File: src/rtl/core/lvs_pkg.sv
// Shared constants, types and codes of the Laplacian variance sharpness unit.
`timescale 1ns / 1ps

package lvs_pkg;

  localparam int PIX_W     = 8;   // pixel width
  localparam int DIM_W     = 11;  // frame size register width
  localparam int COL_W     = 10;  // line store index width
  localparam int LINE_DEPTH = 1024;
  localparam int LAP_W     = 11;  // signed Laplacian width
  localparam int SUM_W     = 32;  // signed Laplacian total
  localparam int SQ_W      = 40;  // total of squares
  localparam int CNT_W     = 21;  // interior position total
  localparam int MAG_W     = 31;  // magnitude of the Laplacian total
  localparam int ACC_W     = 69;  // width of the shared add/subtract unit
  localparam int Q_W       = 28;  // result width
  localparam int POS_W     = 20;  // positions field width
  localparam int FRAC_W    = 8;   // fraction bits of the result
  localparam int ITER_W    = 5;   // iteration counter width
  localparam int CFG_IDX_W = 2;

  localparam logic [DIM_W-1:0] MAX_DIM        = DIM_W'(1024);
  localparam logic [DIM_W-1:0] WIDTH_RESET    = DIM_W'(640);
  localparam logic [DIM_W-1:0] HEIGHT_RESET   = DIM_W'(480);

  localparam logic [CFG_IDX_W-1:0] CFG_FRAME_WIDTH  = CFG_IDX_W'(0);
  localparam logic [CFG_IDX_W-1:0] CFG_FRAME_HEIGHT = CFG_IDX_W'(1);

  typedef enum logic [1:0] {
    ST_IDLE,
    ST_LAP,
    ST_START,
    ST_WAIT
  } lvs_state_e;

  typedef enum logic [2:0] {
    PH_IDLE,
    PH_MUL_A,
    PH_MUL_B,
    PH_MUL_C,
    PH_DIV,
    PH_DONE
  } lvs_phase_e;

  typedef struct packed {
    logic                    start;
    logic                    ack;
    logic signed [SUM_W-1:0] lap_sum;
    logic [SQ_W-1:0]         lap_sq;
    logic [CNT_W-1:0]        count;
  } lvs_var_req_t;

  typedef struct packed {
    logic             done;
    logic [Q_W-1:0]   quo;
    logic [POS_W-1:0] positions;
  } lvs_var_rsp_t;

endpackage

File: src/rtl/core/lvs_var_seq.sv
// Iterative variance unit: shift-add multiplies and restoring divide on one adder.
`timescale 1ns / 1ps

module lvs_var_seq (
  input  logic                 clk_i,
  input  logic                 rst_ni,
  input  lvs_pkg::lvs_var_req_t req_i,
  output lvs_pkg::lvs_var_rsp_t rsp_o
);

  lvs_pkg::lvs_phase_e phase_q, phase_d;

  logic [lvs_pkg::ACC_W-1:0]  num_q, den_q, mc_q;
  logic [lvs_pkg::MAG_W-1:0]  mp_q, mag_q;
  logic [lvs_pkg::CNT_W-1:0]  n_q;
  logic [lvs_pkg::Q_W-1:0]    quo_q;
  logic [lvs_pkg::ITER_W-1:0] cnt_q;

  logic [lvs_pkg::SUM_W-1:0]  sum_abs;
  logic [lvs_pkg::ACC_W-1:0]  add_a, add_b;
  logic                       add_sub;
  logic [lvs_pkg::ACC_W:0]    add_res;

  always_comb begin
    sum_abs = req_i.lap_sum[lvs_pkg::SUM_W-1] ? lvs_pkg::SUM_W'(-req_i.lap_sum)
                                              : lvs_pkg::SUM_W'(req_i.lap_sum);
  end

  // The one shared adder; carry out on a subtract means no borrow.
  always_comb begin
    add_a   = (phase_q == lvs_pkg::PH_MUL_C) ? den_q : num_q;
    add_b   = (phase_q == lvs_pkg::PH_DIV) ? den_q : mc_q;
    add_sub = (phase_q == lvs_pkg::PH_MUL_B) || (phase_q == lvs_pkg::PH_DIV);
    add_res = {1'b0, add_a} + {1'b0, add_b ^ {lvs_pkg::ACC_W{add_sub}}}
            + {{lvs_pkg::ACC_W{1'b0}}, add_sub};
  end

  always_comb begin
    phase_d = phase_q;
    unique case (phase_q)
      lvs_pkg::PH_IDLE: begin
        if (req_i.start) begin
          phase_d = (req_i.count == '0) ? lvs_pkg::PH_DONE : lvs_pkg::PH_MUL_A;
        end
      end
      lvs_pkg::PH_MUL_A: if (cnt_q == '0) phase_d = lvs_pkg::PH_MUL_B;
      lvs_pkg::PH_MUL_B: if (cnt_q == '0) phase_d = lvs_pkg::PH_MUL_C;
      lvs_pkg::PH_MUL_C: if (cnt_q == '0) phase_d = lvs_pkg::PH_DIV;
      lvs_pkg::PH_DIV:   if (cnt_q == '0) phase_d = lvs_pkg::PH_DONE;
      lvs_pkg::PH_DONE:  if (req_i.ack) phase_d = lvs_pkg::PH_IDLE;
      default:           phase_d = lvs_pkg::PH_IDLE;
    endcase
  end

  always_ff @(posedge clk_i or negedge rst_ni) begin
    if (!rst_ni) begin
      phase_q <= lvs_pkg::PH_IDLE;
      cnt_q   <= '0;
    end else begin
      phase_q <= phase_d;
      unique case (phase_q)
        lvs_pkg::PH_IDLE:  cnt_q <= lvs_pkg::ITER_W'(lvs_pkg::CNT_W - 1);
        lvs_pkg::PH_MUL_A: cnt_q <= (cnt_q == '0) ? lvs_pkg::ITER_W'(lvs_pkg::MAG_W - 1)
                                                  : cnt_q - 1'b1;
        lvs_pkg::PH_MUL_B: cnt_q <= (cnt_q == '0) ? lvs_pkg::ITER_W'(lvs_pkg::CNT_W - 1)
                                                  : cnt_q - 1'b1;
        lvs_pkg::PH_MUL_C: cnt_q <= (cnt_q == '0) ? lvs_pkg::ITER_W'(lvs_pkg::Q_W - 1)
                                                  : cnt_q - 1'b1;
        lvs_pkg::PH_DIV:   cnt_q <= (cnt_q == '0) ? cnt_q : cnt_q - 1'b1;
        lvs_pkg::PH_DONE:  cnt_q <= cnt_q;
        default:           cnt_q <= '0;
      endcase
    end
  end

  // Datapath: n*sumsq, minus mag*mag, then n*n, then num*256 / (n*n).
  always_ff @(posedge clk_i) begin
    unique case (phase_q)
      lvs_pkg::PH_IDLE: begin
        if (req_i.start) begin
          n_q   <= req_i.count;
          mag_q <= sum_abs[lvs_pkg::MAG_W-1:0];
          mc_q  <= lvs_pkg::ACC_W'(req_i.lap_sq);
          mp_q  <= lvs_pkg::MAG_W'(req_i.count);
          num_q <= '0;
          quo_q <= '0;
        end
      end
      lvs_pkg::PH_MUL_A, lvs_pkg::PH_MUL_B: begin
        if (mp_q[0]) num_q <= add_res[lvs_pkg::ACC_W-1:0];
        if (cnt_q == '0) begin
          if (phase_q == lvs_pkg::PH_MUL_A) begin
            mc_q <= lvs_pkg::ACC_W'(mag_q);
            mp_q <= mag_q;
          end else begin
            mc_q  <= lvs_pkg::ACC_W'(n_q);
            mp_q  <= lvs_pkg::MAG_W'(n_q);
            den_q <= '0;
          end
        end else begin
          mc_q <= {mc_q[lvs_pkg::ACC_W-2:0], 1'b0};
          mp_q <= mp_q >> 1;
        end
      end
      lvs_pkg::PH_MUL_C: begin
        if (cnt_q == '0) begin
          // Align for the quotient: scale the numerator by the fraction,
          // put the divisor under the top quotient bit.
          num_q <= num_q << lvs_pkg::FRAC_W;
          den_q <= (mp_q[0] ? add_res[lvs_pkg::ACC_W-1:0] : den_q) << (lvs_pkg::Q_W - 1);
        end else begin
          if (mp_q[0]) den_q <= add_res[lvs_pkg::ACC_W-1:0];
          mc_q <= {mc_q[lvs_pkg::ACC_W-2:0], 1'b0};
          mp_q <= mp_q >> 1;
        end
      end
      lvs_pkg::PH_DIV: begin
        if (add_res[lvs_pkg::ACC_W]) num_q <= add_res[lvs_pkg::ACC_W-1:0];
        quo_q <= {quo_q[lvs_pkg::Q_W-2:0], add_res[lvs_pkg::ACC_W]};
        den_q <= den_q >> 1;
      end
      lvs_pkg::PH_DONE: begin
        quo_q <= quo_q;
      end
      default: begin
        quo_q <= quo_q;
      end
    endcase
  end

  always_comb begin
    rsp_o.done      = (phase_q == lvs_pkg::PH_DONE);
    rsp_o.quo       = quo_q;
    rsp_o.positions = n_q[lvs_pkg::POS_W-1:0];
  end

endmodule

File: config.mk
export PLATFORM = sky130hd
export DESIGN_NAME = lvs_var_seq
export DESIGN_NICKNAME = d
export VERILOG_FILES = /design/src/rtl/core/lvs_pkg.sv /design/src/rtl/core/lvs_var_seq.sv
export SDC_FILE = /design/constraint.sdc
export NUM_CORES = 1
export LEC_CHECK = 0
export BUFFER_PORTS_ARGS = -buffer_cell sky130_fd_sc_hd__buf_2
export CORE_UTILIZATION = 55
export DETAILED_ROUTE_END_ITERATION = 16
export GPL_TIMING_DRIVEN = 0
export PLACE_DENSITY = 0.77
export SLEW_MARGIN = 20
export SYNTH_ARGS = -nofsm -noshare
export SYNTH_HDL_FRONTEND = slang
export SYNTH_SLANG_ARGS = --single-unit
File: constraint.sdc
create_clock -name clk_i -period 22.2 [get_ports clk_i]
set_input_delay 2.22 -clock clk_i [delete_from_list [all_inputs] [get_ports clk_i]]
set_output_delay 2.22 -clock clk_i [all_outputs]
set_load 0.01 [all_outputs]
After elaboration in Yosys (flattened, before gate mapping)

Cells that the tools add are included.

Muxes and demuxes: 38
Add/subtract/negate cells: 4
Reductions and logical operators: 17
Bitwise logic cells: 2
Equality and inequality tests: 18

Operator list:

| operator           | number |
|---|---|
| $mux 69            | 13 |
| $pmux 69 s3        | 2 |
| $pmux 69 s4        | 1 |
| $mux 31            | 6 |
| $pmux 31 s3        | 1 |
| $add 69x69->70     | 1 |
| $add 70x1->70      | 1 |
| $xor 69x69->69     | 1 |
| $pmux 28 s2        | 1 |
| $neg 31->31        | 1 |
| $pmux 5 s6         | 1 |
| $mux 28            | 1 |
| $logic_not 21->1   | 1 |
| $mux 3             | 7 |
| $mux 5             | 4 |
| $ne 2x2->1 const B | 9 |
| $pmux 3 s6         | 1 |
| $eq 3x2->1 const B | 2 |
| $eq 3x3->1 const B | 2 |
| $ne 2x1->1 const B | 3 |
| $reduce_and 2->1   | 3 |
| $reduce_and 3->1   | 2 |
| $reduce_and 6->1   | 1 |
| $reduce_bool 3->1  | 2 |
| other kinds (12)   | 12 |

Flip-flop bits (word level): 326
Word-level logic and storage cells: 89

Logic depth before layout (Yosys ltp)

Depth in word-level cells: 8
Gate-level depth with buffers: 21
Depth with buffers taken out: 18

Least setup slack after synthesis

Ideal clock, no wire load.

Path kind: input to register
Start: input port req_i[94] (netlist bit)
End: register mc_q[0] (netlist bit) (enable)
Buffers on the path: 0
Slack: 11.618 ns
Stages on the path: 2
Arrival time: 9.844 ns
Cell sequence: nor3_1 a311oi_1

Word-level cells in the longest chain between the ends: 2

RTL lines:

| what                       | line              | source |
|---|---|---|
| start: declaration         | lvs_var_seq.sv:7  | `input lvs_pkg::lvs_var_req_t req_i,` |
| $ne 2x2->1 (no line)       | n/a               |  |
| $reduce_and 3->1 (no line) | n/a               |  |
| end signal: assignment     | lvs_var_seq.sv:83 | `mc_q <= lvs_pkg::ACC_W'(req_i.lap_sq);` |
| end signal: assignment     | lvs_var_seq.sv:93 | `mc_q <= lvs_pkg::ACC_W'(mag_q);` |
| end signal: assignment     | lvs_var_seq.sv:96 | `mc_q <= lvs_pkg::ACC_W'(n_q);` |
| end: declaration           | lvs_var_seq.sv:13 | `logic [lvs_pkg::ACC_W-1:0] num_q, den_q, mc_q;` |

No other way between the ends.
A chain may end at the register's enable or synchronous reset.

Final worst setup path

Start: register phase_q[1]
End: register num_q[56] (netlist bit) (enable)

Word-level cells in the longest chain between the ends: 7
Elaborated cells on any way between the ends: 18

RTL lines:

| what                                        | line                                                    | source |
|---|---|---|
| start: declaration                          | lvs_var_seq.sv:11                                       | `lvs_pkg::lvs_phase_e phase_q, phase_d;` |
| start signal: assignment                    | lvs_var_seq.sv:57                                       | `phase_q <= lvs_pkg::PH_IDLE;` |
| start signal: assignment                    | lvs_var_seq.sv:60                                       | `phase_q <= phase_d;` |
| $eq 3x3->1 or $eq 3x2->1 (tied branches)    | lvs_var_seq.sv:32, lvs_var_seq.sv:33, lvs_var_seq.sv:78 |  |
| $mux 69 or $logic_or 1x1->1 (tied branches) | lvs_var_seq.sv:32, lvs_var_seq.sv:33                    |  |
| $xor 69x69->69                              | lvs_var_seq.sv:34                                       | `add_res = {1'b0, add_a} + {1'b0, add_b ^ {lvs_pkg::ACC_W{add_sub}}}` |
| $add 69x69->70                              | lvs_var_seq.sv:34                                       |  |
| $add 70x1->70                               | lvs_var_seq.sv:35                                       | `+ {{lvs_pkg::ACC_W{1'b0}}, add_sub};` |
| $ne 2x2->1 (no line)                        | n/a                                                     |  |
| $reduce_and 5->1 (no line) *                | n/a                                                     |  |
| end signal: assignment                      | lvs_var_seq.sv:90                                       | `if (mp_q[0]) num_q <= add_res[lvs_pkg::ACC_W-1:0];` |
| end signal: assignment                      | lvs_var_seq.sv:109                                      | `num_q <= num_q << lvs_pkg::FRAC_W;` |
| end signal: assignment                      | lvs_var_seq.sv:118                                      | `if (add_res[lvs_pkg::ACC_W]) num_q <= add_res[lvs_pkg::ACC_W-1:0];` |
| end: declaration                            | lvs_var_seq.sv:13                                       |  |

Every way passes the cells marked *; elsewhere a longest branch is shown, timed or not.

==> impl_metrics.tcl <==
set metrics [dict create \
    outcome "completed" \
    critPathArrivalTime_ps 8870 \
    tightest_slew_ps 1055 \
    nNetsFinal 2565 \
    htree_levels 2 \
    drv_slew 0 \
    grt-ovfl-total 0 \
    syn-cell-area_um2 20960 \
    synth-async-reset-ratio 0.02454 \
    synth_xor_area_frac 0.06893 \
    antenna_cells 0 \
    clock_path_buffers 3 \
    final_antenna_net_count 0 \
    place_inst 2868 \
    seq_area_frac_synth 0.4651 \
    hold_viol_final 0 \
    final_common_cell "nand2_1" \
    initial_utilization 0.5579 \
    maxSlewHeadroom 0.2788 \
    syn_area_per_cell_um2 9.573 \
    layout_common_cells "nand2_1, edfxtp_1, a21oi_1" \
    core-area_um2 37580 \
    synthFlopType "edfxtp_1" \
    num_vias 19240 \
    period_needed_ps 8614 \
    start_kind "flop" \
    synth-edff-count 318 \
    drv_cap 0 \
    cp_top_family "buffers and inverters" \
    grt_max_degree 30 \
    synthCells 2190 \
    required_ps 22460 \
    finalSetupViolations 0 \
    crit_slowest_cell "buf_1" \
    yosys_warnings 0 \
    wl_um 76020 \
    rsz0062_at_grt "no" \
    yosys.area_share.adder 0.04273 \
    min_path_type "reg -> reg" \
    power_density_nw_per_um2 169.1 \
    drc_errors 0 \
    io_buffers 145 \
    cts_resized 0 \
    drt-wirelength-per-cell_um 25.89 \
    ys_types 75 \
    critPathMaxFanout 22 \
    grt_pass1_wl_um 111700 \
    vias_per_cell 6.551 \
    ir_drop_mv 0.08183 \
    post_cts_buffers 0 \
    ctsHoldBuffers 0 \
    synthesis.nets 2358 \
    synthMuxAreaShare 0.01486 \
    drtPass1Iterations 6 \
    timing.final.ws_setup_ps 13590 \
    hpwl_um 58700 \
    crit_top_cell "clkbuf_1" \
    synth_top_family_by_area "compound AO/OA/AOI/OAI gates" \
    fin_crit_sh 0.3880 \
    ios 146 \
    row_count 71 \
    dieWidth_um 197.2 \
    die_height_um 197.2 \
    drive_above_1_share 0.1089 \
    gp_congestion 1.010 \
    skew_ps 24.08 \
    synth_compound_area_frac 0.2118 \
    clk_pin_slew_ps 70 \
    p_leak_uw 0.009599 \
    area_growth_pct 14.14 \
    synthSimpleGateAreaFrac 0.1549 \
    drt_first_iter_violations 2358 \
    fmax_mhz 116.1 \
    place_ws_ps 13920 \
    groute.usage.overall 0.3873 \
    layout.cells.non_filler 2936 \
    die-area_um2 38900 \
    cts_made_buffers 38 \
    first_global_vias 18060 \
    grt_antenna_before_repair 2 \
    ys_ff_latch 326 \
    end_kind "flop" \
    cp_slowest_stage_delay_ps 860 \
    cts.root.buffer_cell "clkbuf_16" \
    crit_chain "clkbuf_1, nand2b_1, clkbuf_1, nor2_2, clkbuf_1, buf_1, xnor2_1, a21boi_0, ha_1, clkbuf_1, and3_1, nand3_1, nor4_1, nand2_1, nor4bb_2, buf_4, o21ai_1, a21oi_1, a21oi_1, nand4_1, a31oi_1, a2bb2oi_4, buf_16, buf_16" \
    path_class "reg -> reg" \
    clkSinkCount 326 \
    setup_tns_ps 0 \
    cts_tree "built" \
    path_buf_inv 8 \
    clkLatencyLatePin_ps 570 \
]
-- synth_stat cells, types with 57 or more instances --
cell,number,area (um2)
o21ai_0,132,660.6
clkbuf_1,145,544.3
nor2_1,124,465.5
a221o_1,57,570.6
a22o_1,66,578.1
edfxtp_1,318,9549
ha_1,70,875.8
xnor2_1,95,832.1
a21oi_1,177,885.9
nand2_1,400,1501
xor2_1,70,613.1
-- power breakdown --
| group | switching [uW] | total [uW] | internal, uW |
|---|---|---|---|
| Clock | 270 | 629 | 359 |
| Sequential | 138 | 1110 | 976 |
| Combinational | 1520 | 2300 | 781 |
| Total | 1930 | 4050 | 2120 |
-- final cells by class --
type / instances / area, um2
fillers: 3198 / 13650
clock buffers: 45 / 1041
well taps: 511 / 639.4
multi-input cells: 1651 / 10420
clock inverters: 23 / 173.9
plain buffers: 174 / 729.5
flip-flops and latches: 326 / 9749
inverters: 39 / 146.4
repair buffers: 167 / 1030
-- final timing paths --
path                                             start                   end  slack, ps  cells after the start
worst max-delay path            phase_q[1]$_DFFE_PN0P_   num_q[56]$_DFFE_PP_      13590                     24
min in group asynchronous                       rst_ni  cnt_q[3]$_DFFE_PN0P_       1490                      1
worst max register to register  phase_q[1]$_DFFE_PN0P_   num_q[56]$_DFFE_PP_      13590                     24
max in group asynchronous                       rst_ni  cnt_q[1]$_DFFE_PN0P_      20520                      1
worst min-delay path              cnt_q[3]$_DFFE_PN0P_  cnt_q[3]$_DFFE_PN0P_        520                      1
worst min register to register    cnt_q[3]$_DFFE_PN0P_  cnt_q[3]$_DFFE_PN0P_        520                      1
-- worst register-to-register path, delay by kind of cell (launching register included) --
| kind | cells | cell delay, ps |
|---|---|---|
| buffers and inverters | 8 | 3030 |
| and+or+nand+nor | 8 | 2550 |
| AOI/OAI and AO/OA | 6 | 1910 |
| DFF | 1 | 320 |
| adders and majority gates | 1 | 320 |
| xor gates and xnor gates | 1 | 190 |
-- metrics by stage --
stage / power [uW] / hold slack [ps] / utilization / area (um2)
floorplan: 2583 / 456.3 / - / 20960
global route: 4218 / 534.5 / 0.6368 / 23930
CTS: 3958 / 522.2 / 0.6366 / 23920
detailed placement: 3324 / 511.0 / 0.6043 / 22710
global placement: 3305 / 480.4 / 0.5942 / 22330
finish: 4046 / 524.1 / 0.6368 / 23930
-- cell families (layout without fill, tap and decap cells) --
family / Yosys count / in the layout
simple gates: 728 / 728
compound gates: 656 / 656
fa+ha+maj: 71 / 71
buf+inv: 213 / 448
xor+xnor: 165 / 165
flops: 326 / 326
mux: 31 / 31
-- sequential cells by signal, indices dropped and copies added, names as in the netlist --
register	flops
den_q	69
n_q	21
num_q	69
cnt_q	5
mag_q	31
mc_q	69
quo_q	28
phase_q	3
mp_q	31
-- routing by layer --
layer  vias to the layer above  global-route usage  part of all wire  wire length [um]
met1                      9218              0.5167              0.39             29870
met2                      1251              0.5952              0.44             33650
li1                       8490                   -                 -                 -
met5                         -                   0           0.00033                25
met3                       272             0.08434              0.11              8419
met4                         4              0.1944             0.053              4061
(Power assumes the default switching activity.)
